$ cat src/rtl/core/ecr_pkg.sv
// Shared types and widths for the two-dimensional elastic collision pipeline.
`default_nettype none
package ecr_pkg;

    localparam int WORD_BITS = 24;
    localparam int DIFF_BITS = WORD_BITS + 1;
    localparam int NORM_BITS = 14;
    localparam int LEAD_BITS = $clog2(WORD_BITS);
    localparam int VEC_BITS  = NORM_BITS + 1;
    localparam int PROD_BITS = DIFF_BITS + VEC_BITS;
    localparam int DOT_BITS  = PROD_BITS + 1;
    localparam int DMAG_BITS = PROD_BITS;
    localparam int SQ_BITS   = 2 * NORM_BITS;
    localparam int EE_BITS   = SQ_BITS + 1;
    localparam int MASS_BITS = WORD_BITS;
    localparam int TOT_BITS  = WORD_BITS + 1;
    localparam int DEN0_BITS = TOT_BITS + EE_BITS;
    localparam int PA_BITS   = MASS_BITS + NORM_BITS;
    localparam int HALF_BITS = DMAG_BITS / 2;
    localparam int PP_BITS   = PA_BITS + HALF_BITS;
    localparam int NUM_BITS  = PA_BITS + DMAG_BITS;
    localparam int DVD_BITS  = NUM_BITS + 3;
    localparam int DVS_BITS  = DEN0_BITS + 1;
    localparam int QUO_BITS  = DVD_BITS - DVS_BITS + 1;
    localparam int LANES     = 4;

    typedef struct packed {
        logic signed [WORD_BITS-1:0] first_pos_x;
        logic signed [WORD_BITS-1:0] first_pos_y;
        logic signed [WORD_BITS-1:0] second_pos_x;
        logic signed [WORD_BITS-1:0] second_pos_y;
        logic signed [WORD_BITS-1:0] first_vel_x;
        logic signed [WORD_BITS-1:0] first_vel_y;
        logic signed [WORD_BITS-1:0] second_vel_x;
        logic signed [WORD_BITS-1:0] second_vel_y;
        logic        [WORD_BITS-1:0] first_mass;
        logic        [WORD_BITS-1:0] second_mass;
        logic                        first_fixed;
        logic                        second_fixed;
    } t_in_req;

    typedef struct packed {
        logic signed [WORD_BITS-1:0] new_first_vel_x;
        logic signed [WORD_BITS-1:0] new_first_vel_y;
        logic signed [WORD_BITS-1:0] new_second_vel_x;
        logic signed [WORD_BITS-1:0] new_second_vel_y;
        logic                        degenerate;
    } t_out_req;

    typedef struct packed {
        logic signed [WORD_BITS-1:0] v1x;
        logic signed [WORD_BITS-1:0] v1y;
        logic signed [WORD_BITS-1:0] v2x;
        logic signed [WORD_BITS-1:0] v2y;
        logic                        apply1;
        logic                        apply2;
        logic                        degen;
    } t_side;

    typedef struct packed {
        logic [DMAG_BITS-1:0] dot_mag;
        logic                 dot_neg;
        logic [NORM_BITS-1:0] ex_mag;
        logic [NORM_BITS-1:0] ey_mag;
        logic                 ex_neg;
        logic                 ey_neg;
        logic [EE_BITS-1:0]   ee;
        logic [MASS_BITS-1:0] fnum1;
        logic [MASS_BITS-1:0] fnum2;
        logic [TOT_BITS-1:0]  fden;
        t_side                side;
    } t_geo;

    typedef struct packed {
        logic [LANES-1:0][DVD_BITS-1:0] num;
        logic [DVS_BITS-1:0]            den;
        logic [LANES-1:0]               neg;
        t_side                          side;
    } t_div_req;

endpackage
`default_nettype wire

$ cat src/rtl/core/ecr_geom.sv
// Direction normalisation, dot product and squared length, in five stages.
`default_nettype none
module ecr_geom
    import ecr_pkg::*;
(
    input  wire logic    i_clk,
    input  wire logic    i_rst_n,
    input  wire logic    i_valid,
    input  wire t_in_req i_req,
    output logic         o_ready,
    output logic         o_valid,
    output t_geo         o_geo,
    input  wire logic    i_ready
);

    typedef struct packed {
        logic signed [DIFF_BITS-1:0] dx;
        logic signed [DIFF_BITS-1:0] dy;
        logic signed [DIFF_BITS-1:0] wx;
        logic signed [DIFF_BITS-1:0] wy;
        logic [MASS_BITS-1:0]        fnum1;
        logic [MASS_BITS-1:0]        fnum2;
        logic [TOT_BITS-1:0]         fden;
        t_side                       side;
    } t_g1;

    typedef struct packed {
        logic [WORD_BITS-1:0]        ax;
        logic [WORD_BITS-1:0]        ay;
        logic                        sx;
        logic                        sy;
        logic [LEAD_BITS-1:0]        lead;
        logic signed [DIFF_BITS-1:0] wx;
        logic signed [DIFF_BITS-1:0] wy;
        logic [MASS_BITS-1:0]        fnum1;
        logic [MASS_BITS-1:0]        fnum2;
        logic [TOT_BITS-1:0]         fden;
        t_side                       side;
    } t_g2;

    typedef struct packed {
        logic signed [VEC_BITS-1:0]  ex;
        logic signed [VEC_BITS-1:0]  ey;
        logic signed [DIFF_BITS-1:0] wx;
        logic signed [DIFF_BITS-1:0] wy;
        logic [MASS_BITS-1:0]        fnum1;
        logic [MASS_BITS-1:0]        fnum2;
        logic [TOT_BITS-1:0]         fden;
        t_side                       side;
    } t_g3;

    typedef struct packed {
        logic signed [PROD_BITS-1:0] pwx;
        logic signed [PROD_BITS-1:0] pwy;
        logic [SQ_BITS-1:0]          pxx;
        logic [SQ_BITS-1:0]          pyy;
        logic signed [VEC_BITS-1:0]  ex;
        logic signed [VEC_BITS-1:0]  ey;
        logic [MASS_BITS-1:0]        fnum1;
        logic [MASS_BITS-1:0]        fnum2;
        logic [TOT_BITS-1:0]         fden;
        t_side                       side;
    } t_g4;

    localparam int STAGES = 5;

    logic [STAGES-1:0] r_v;
    logic [STAGES-1:0] rdy;
    t_g1  r_g1, n_g1;
    t_g2  r_g2, n_g2;
    t_g3  r_g3, n_g3;
    t_g4  r_g4, n_g4;
    t_geo r_g5, n_g5;

    always_comb begin
        rdy[STAGES-1] = !r_v[STAGES-1] || i_ready;
        for (int k = STAGES - 2; k >= 0; k--) begin
            rdy[k] = !r_v[k] || rdy[k+1];
        end
    end

    assign o_ready = rdy[0];
    assign o_valid = r_v[STAGES-1];
    assign o_geo   = r_g5;

    always_ff @(posedge i_clk) begin
        if (!i_rst_n) begin
            r_v <= '0;
        end else begin
            if (rdy[0]) r_v[0] <= i_valid;
            for (int k = 1; k < STAGES; k++) begin
                if (rdy[k]) r_v[k] <= r_v[k-1];
            end
        end
    end

    // Stage one: differences, total mass and the case selection.
    always_comb begin
        logic [TOT_BITS-1:0] tot;
        logic                moving;
        logic signed [DIFF_BITS-1:0] p1x, p1y, p2x, p2y, v1x, v1y, v2x, v2y;
        p1x = DIFF_BITS'(i_req.first_pos_x);
        p1y = DIFF_BITS'(i_req.first_pos_y);
        p2x = DIFF_BITS'(i_req.second_pos_x);
        p2y = DIFF_BITS'(i_req.second_pos_y);
        v1x = DIFF_BITS'(i_req.first_vel_x);
        v1y = DIFF_BITS'(i_req.first_vel_y);
        v2x = DIFF_BITS'(i_req.second_vel_x);
        v2y = DIFF_BITS'(i_req.second_vel_y);
        tot = TOT_BITS'(i_req.first_mass) + TOT_BITS'(i_req.second_mass);
        moving = !i_req.first_fixed && !i_req.second_fixed;
        n_g1.dx = p2x - p1x;
        n_g1.dy = p2y - p1y;
        if (moving) begin
            n_g1.wx = v2x - v1x;
            n_g1.wy = v2y - v1y;
        end else if (i_req.first_fixed) begin
            n_g1.wx = v2x;
            n_g1.wy = v2y;
        end else begin
            n_g1.wx = -v1x;
            n_g1.wy = -v1y;
        end
        n_g1.fnum1 = moving ? i_req.second_mass : MASS_BITS'(1);
        n_g1.fnum2 = moving ? i_req.first_mass : MASS_BITS'(1);
        n_g1.fden  = moving ? tot : TOT_BITS'(1);
        n_g1.side.v1x = i_req.first_vel_x;
        n_g1.side.v1y = i_req.first_vel_y;
        n_g1.side.v2x = i_req.second_vel_x;
        n_g1.side.v2y = i_req.second_vel_y;
        n_g1.side.degen = (n_g1.dx == '0 && n_g1.dy == '0) || tot == '0;
        n_g1.side.apply1 = !n_g1.side.degen && !i_req.first_fixed;
        n_g1.side.apply2 = !n_g1.side.degen && !i_req.second_fixed;
    end

    // Stage two: magnitudes and the leading one of the larger one.
    always_comb begin
        logic [DIFF_BITS-1:0] ax, ay;
        logic [WORD_BITS-1:0] mx;
        ax = r_g1.dx[DIFF_BITS-1] ? DIFF_BITS'(-r_g1.dx) : DIFF_BITS'(r_g1.dx);
        ay = r_g1.dy[DIFF_BITS-1] ? DIFF_BITS'(-r_g1.dy) : DIFF_BITS'(r_g1.dy);
        n_g2.ax = ax[WORD_BITS-1:0];
        n_g2.ay = ay[WORD_BITS-1:0];
        n_g2.sx = r_g1.dx[DIFF_BITS-1];
        n_g2.sy = r_g1.dy[DIFF_BITS-1];
        mx = (n_g2.ax > n_g2.ay) ? n_g2.ax : n_g2.ay;
        n_g2.lead = '0;
        for (int b = 0; b < WORD_BITS; b++) begin
            if (mx[b]) n_g2.lead = LEAD_BITS'(b);
        end
        n_g2.wx    = r_g1.wx;
        n_g2.wy    = r_g1.wy;
        n_g2.fnum1 = r_g1.fnum1;
        n_g2.fnum2 = r_g1.fnum2;
        n_g2.fden  = r_g1.fden;
        n_g2.side  = r_g1.side;
    end

    // Stage three: shift so that the larger magnitude has its top bit at NORM_BITS-1.
    always_comb begin
        logic [WORD_BITS-1:0] sx_m, sy_m;
        logic [LEAD_BITS-1:0] amt;
        if (r_g2.lead >= LEAD_BITS'(NORM_BITS - 1)) begin
            amt  = r_g2.lead - LEAD_BITS'(NORM_BITS - 1);
            sx_m = r_g2.ax >> amt;
            sy_m = r_g2.ay >> amt;
        end else begin
            amt  = LEAD_BITS'(NORM_BITS - 1) - r_g2.lead;
            sx_m = r_g2.ax << amt;
            sy_m = r_g2.ay << amt;
        end
        n_g3.ex = r_g2.sx ? -$signed({1'b0, sx_m[NORM_BITS-1:0]})
                          : $signed({1'b0, sx_m[NORM_BITS-1:0]});
        n_g3.ey = r_g2.sy ? -$signed({1'b0, sy_m[NORM_BITS-1:0]})
                          : $signed({1'b0, sy_m[NORM_BITS-1:0]});
        n_g3.wx    = r_g2.wx;
        n_g3.wy    = r_g2.wy;
        n_g3.fnum1 = r_g2.fnum1;
        n_g3.fnum2 = r_g2.fnum2;
        n_g3.fden  = r_g2.fden;
        n_g3.side  = r_g2.side;
    end

    // Stage four: products.
    always_comb begin
        logic signed [2*VEC_BITS-1:0] sqx, sqy;
        n_g4.pwx = r_g3.wx * r_g3.ex;
        n_g4.pwy = r_g3.wy * r_g3.ey;
        sqx = r_g3.ex * r_g3.ex;
        sqy = r_g3.ey * r_g3.ey;
        n_g4.pxx   = sqx[SQ_BITS-1:0];
        n_g4.pyy   = sqy[SQ_BITS-1:0];
        n_g4.ex    = r_g3.ex;
        n_g4.ey    = r_g3.ey;
        n_g4.fnum1 = r_g3.fnum1;
        n_g4.fnum2 = r_g3.fnum2;
        n_g4.fden  = r_g3.fden;
        n_g4.side  = r_g3.side;
    end

    // Stage five: sums and sign-magnitude split.
    always_comb begin
        logic signed [DOT_BITS-1:0] dot;
        logic [DOT_BITS-1:0]        dmag;
        logic [VEC_BITS-1:0]        axm, aym;
        dot  = r_g4.pwx + r_g4.pwy;
        dmag = dot[DOT_BITS-1] ? DOT_BITS'(-dot) : DOT_BITS'(dot);
        axm  = r_g4.ex[VEC_BITS-1] ? VEC_BITS'(-r_g4.ex) : VEC_BITS'(r_g4.ex);
        aym  = r_g4.ey[VEC_BITS-1] ? VEC_BITS'(-r_g4.ey) : VEC_BITS'(r_g4.ey);
        n_g5.dot_mag = dmag[DMAG_BITS-1:0];
        n_g5.dot_neg = dot[DOT_BITS-1];
        n_g5.ex_mag  = axm[NORM_BITS-1:0];
        n_g5.ey_mag  = aym[NORM_BITS-1:0];
        n_g5.ex_neg  = r_g4.ex[VEC_BITS-1];
        n_g5.ey_neg  = r_g4.ey[VEC_BITS-1];
        n_g5.ee      = EE_BITS'(r_g4.pxx) + EE_BITS'(r_g4.pyy);
        n_g5.fnum1   = r_g4.fnum1;
        n_g5.fnum2   = r_g4.fnum2;
        n_g5.fden    = r_g4.fden;
        n_g5.side    = r_g4.side;
    end

    always_ff @(posedge i_clk) begin
        if (rdy[0]) r_g1 <= n_g1;
        if (rdy[1]) r_g2 <= n_g2;
        if (rdy[2]) r_g3 <= n_g3;
        if (rdy[3]) r_g4 <= n_g4;
        if (rdy[4]) r_g5 <= n_g5;
    end

endmodule
`default_nettype wire

$ cat config.mk
export PLATFORM = sky130hd
export DESIGN_NAME = ecr_geom
export DESIGN_NICKNAME = d
export VERILOG_FILES = /design/src/rtl/core/ecr_pkg.sv /design/src/rtl/core/ecr_geom.sv
export SDC_FILE = /design/constraint.sdc
export NUM_CORES = 2
export LEC_CHECK = 0
export ABC_AREA = 1
export CORE_UTILIZATION = 36
export DETAILED_ROUTE_END_ITERATION = 12
export DONT_BUFFER_PORTS = 1
export PLACE_DENSITY = 0.5
export SYNTH_ARGS = -nofsm -noshare
export SYNTH_HDL_FRONTEND = slang
export SYNTH_SLANG_ARGS = --single-unit
$ cat constraint.sdc
create_clock -name i_clk -period 26.3 [get_ports i_clk]
set_input_delay 2.63 -clock i_clk [delete_from_list [all_inputs] [get_ports i_clk]]
set_output_delay 2.63 -clock i_clk [all_outputs]
set_load 0.02 [all_outputs]
-- After elaboration in Yosys (flattened, before gate mapping)
Index checks and enable logic that the tools add are counted.
- word-level logic and storage cells: 174
- output and inout bits: 274
- input port bits: 246
- register bits: 1416
- multiplexer cells: 34
- multiply operators: 4
- add/sub/neg operators: 18
- shifts and indexed selects: 4
- order comparisons: 2
- reduce and logical (&&, ||, !) cells: 24
- operators with widths (operator ; count):
    50-bit 2-to-1 mux ; 2
    24-bit by 24-bit subtractor with 25-bit output ; 4
    14-bit 2-to-1 mux ; 6
    25-bit by 15-bit multiplier with 40-bit output ; 2
    25-bit zero test ; 3
    24-bit 2-to-1 mux ; 3
    5-bit 2-to-1 mux ; 14
    15-bit by 15-bit multiplier with 28-bit output ; 2
    24-bit negator with 25-bit output ; 2
    24-bit negator ; 2
    24-bit by 5-bit << shifter with 14-bit output ; 2
    24-bit by 5-bit >> shifter with 14-bit output ; 2
    40-bit by 40-bit adder with 41-bit output ; 1
    40-bit 2-to-1 mux ; 1
    40-bit negator ; 1
    14-bit negator with 15-bit output ; 2
    28-bit by 28-bit adder with 29-bit output ; 1
    14-bit negator ; 2
    24-bit by 24-bit adder with 25-bit output ; 1
    24-bit > comparator ; 1
    3-bit 2-to-1 mux ; 4
    1-bit zero test ; 8
    8-bit OR reduction ; 1
    1-bit logical OR ; 6
    other kinds (8) ; 13

-- Logic depth before layout (Yosys ltp)
- word-level depth: 26
- gate-level depth with buffers: 43
- mapped depth without buffers: 43

-- Least setup slack after synthesis
No wires, ideal clock.
- path kind: input-to-output
- start: in i_ready
- end: out o_ready
- data required time: 23.670 ns
- buffers on the path: 0
- stages on the path: 8
- path slack: -2.409 ns
- data arrival time: 26.079 ns
- cells stage by stage: nor2_1 inv_1 nor2_1 inv_1 nor2_1 inv_1 nor2_1 nand2_1
- cells in the longest elaborated chain, start to end: 5
- ends and longest elaborated chain (element ; RTL line ; RTL):
    from (decl) ; ecr_geom.sv:13 ; input wire logic i_ready
    1-bit logical OR ; ecr_geom.sv:76 ; rdy[STAGES-1] = !r_v[STAGES-1] || i_ready;
    named net rdy[4] ; ecr_geom.sv:68 ; logic [STAGES-1:0] rdy;
    1-bit logical OR ; ecr_geom.sv:78 ; rdy[k] = !r_v[k] || rdy[k+1];
    named net rdy[3] ; ecr_geom.sv:68 ;
    1-bit logical OR ; ecr_geom.sv:78 ;
    named net rdy[2] ; ecr_geom.sv:68 ;
    1-bit logical OR (2 in a row) ; ecr_geom.sv:78 ;
    to (decl) ; ecr_geom.sv:10 ; output logic o_ready,
The timed path passes the listed nets, and every way through them passes these cells.

-- Worst setup path after layout
Ends and elaborated chain as after synthesis.

==> results.py <==
metrics = {
    "drt": {
        "routed-via-count": 63000,
        "drtIter0Drc": 3646,
        "drt-total-wl_mm": 262,
        "drc": 0,
        "dr.pass1.iters": 5,
        "via_per_inst": 4.79,
        "avgRoutedWirePerCell_um": 19.9,
        "ant_nets": 0,
    },
    "final_layout": {
        "syn_to_final_growth_pct": 9.92,
        "nFillCells": 26900,
        "fin_nets": 11200,
        "fin_util_pct": 39.8,
        "layout-drive-gt1-share_pct": 5.03,
    },
    "critical_path": {
        "critPathMaxStageDelay_ps": 520,
        "cp_common_cell": "nor2_1",
        "r2r_setup_slack_ps": 18510,
        "critical_path_required_ps": 23670,
        "end_kind": "output pin",
        "worstReg2RegStart": "n_g4[172]",
        "crit_family": "simple AND/OR/NAND/NOR gates",
        "critPathKind": "in -> out",
        "reg2regPathDepth": 32,
        "critPathMaxFanout": 78,
        "crit_arrival_ps": 5240,
        "cp-start-kind": "input port",
        "reg2reg_to": "r_g4[297]",
        "path_buf_inv": 3,
        "crit_chain": "nor2_1 > inv_8 > nor2_1 > clkinvlp_4 > nor2_1 > inv_8 > nor2_1 > nand2_4",
        "cp_slowest_cell": "nor2_1",
    },
    "yosys": {
        "synth_warnings": 0,
        "syn_nets": 11200,
        "synth_area_mm2": 0.0999,
        "ys.flop_type": "edfxtp_1",
        "avgSynthCellArea_um2": 10.7,
        "synthCells": 9324,
        "async_reset_ff_share_pct": 0,
        "synth_area_leader_cell": "edfxtp_1",
        "synth_top_cell_area_share_pct": 42.3,
        "synth_edf_count": 1407,
        "ys_top_cells_by_count": "1978 x inv_1, 1749 x nand2_1, 1407 x edfxtp_1",
        "ys_ff_latch": 1412,
        "yosysMostFrequentCell": "inv_1",
        "seq_area_frac_synth_pct": 42.4,
        "yosysUniqueCellTypes": 63,
        "synthTopCellsByArea": "edfxtp_1 42%, fa_1 22%, inv_1 7.4%",
    },
    "worst_hold_path": {
        "min_from": "n_g4[63]",
        "hold_class": "reg -> reg",
        "min_path_cells": 0,
        "hold_end": "n_g5[63]",
    },
    "timing": {
        "fin_crit_ps": 7870,
        "hold_viol": 0,
        "worstMarginPinSlew_ps": 1150,
        "finalSetupViolCount": 0,
        "final.setup.tns_ps": 0,
        "timing.fmax_mhz": 127,
        "fin_crit_sh_pct": 29.9,
        "clock_skew_ps": 110,
        "rsz0062_at_grt": "no",
        "maxSlewViolCount": 0,
        "maxSlewHeadroom_pct": 23.6,
    },
    "grt": {
        "grt_antenna_before_repair": 9,
        "grt_pass1_vias": 66500,
        "grt_pass1_wl_mm": 402,
        "grt-ovfl-total": 0,
        "grtUsageTotal_pct": 18.9,
        "grt_max_degree": 142,
    },
    "floorplan": {
        "ioPinCount": 520,
        "start_util_pct": 36.2,
        "die_width_um": 529,
        "rows": 193,
        "die-area_mm2": 0.280,
        "coreArea_mm2": 0.276,
        "dieHeight_um": 529,
    },
    "run": {
        "drv_cap": 0,
    },
    "clock_tree": {
        "clock_path_buffers": 4,
        "ctsResizeCount": 0,
        "clock_latency_ps": 850,
        "htreeDepth": 4,
        "root_buffer": "clkbuf_16",
        "cts_buffers": 163,
        "cts_tree": "done",
        "postCtsSetupBuffers": 0,
        "ctsHoldBuffers": 0,
        "clock-sinks": 1412,
        "clk_pin_slew_ps": 70,
    },
    "placed_design": {
        "dp_hpwl_mm": 200,
        "port_buffers": 0,
        "place.gp.congestion": 0.869,
    },
    "outcome": {
        "status": "complete, no violations",
    },
}
kinds of logic (layout without fill, tap and decap cells):
family	count (synthesis)	count (layout)	synth area share (%)
mux	25	25	0.250
simple gates	2535	2535	10.3
other cells	0	6	0
xor+xnor	464	464	4.10
buf+inv	2263	2382	8.52
compound gates	953	953	5.36
flops	1412	1412	42.4
fa+ha+maj	1672	1672	29.1
how the worst max path moves through the flow:
stage	end	slack, ps	cells past startpoint	startpoint
2_1_floorplan	o_ready	150	8	i_ready
3_3_place_gp	o_ready	18310	8	i_ready
3_5_place_dp	o_ready	18320	8	i_ready
4_1_cts	o_ready	18310	8	i_ready
5_1_grt	r_g4[297]	18050	34	n_g4[172]
6_report	o_ready	18430	8	i_ready
final cells by class:
cell class / instances / area (um2) / share of cell area (%)
clock buffer: 183 / 4180 / 3.80
clock inverter: 114 / 1360 / 1.24
sequential: 1412 / 42400 / 38.6
inverter: 1997 / 7520 / 6.85
tap: 3705 / 4640 / 4.22
antenna: 6 / 15.0 / 0.0137
multi-input combinational: 5649 / 49100 / 44.7
timing repair buffer: 88 / 686 / 0.624
through the flow:
step	hold WS (ps)	cells	cell area, um2	setup WS (ps)
floorplan	400	9324	99900	152
global placement	400	12900	104000	18310
detailed placement	405	12900	104000	18320
CTS	340	13100	110000	18310
global route	347	13200	110000	18050
finish	351	13200	110000	18430
per-layer routing:
metal	vias up	GRT usage [%]	routed length [um]
met5	-	0	22
met4	4	4.49	5820
met3	309	5.43	20900
met2	1579	31.9	125000
met1	31600	23.7	110000
li1	29500	-	-
layout by cell type, fill, tap and decap left out, types with 34 or more instances in the layout:
master and n:
nand2_1 1748, ha_1 588, o21ai_0 297, clkbuf_16 164, nand4_1 49, or2_2 71
fa_1 1084, buf_4 86, a31oi_1 39, o211ai_1 34, nor3_1 68, a21oi_1 401
xnor2_1 149, nand3_1 130, nor2_1 402, xor2_1 310, inv_1 1973, edfxtp_1 1407
state kept, by name (all words and copies together), names as in the netlist, 50 cells and up:
signal	cells
o_geo	272
n_g2	224
n_g3	222
n_g4	202
n_g5	174
r_g4	160
r_g2	55
r_g3	50
Power is left out: the tool's default activity adds up to more than one toggle a clock period on the data nets, which glitch-free logic cannot reach.
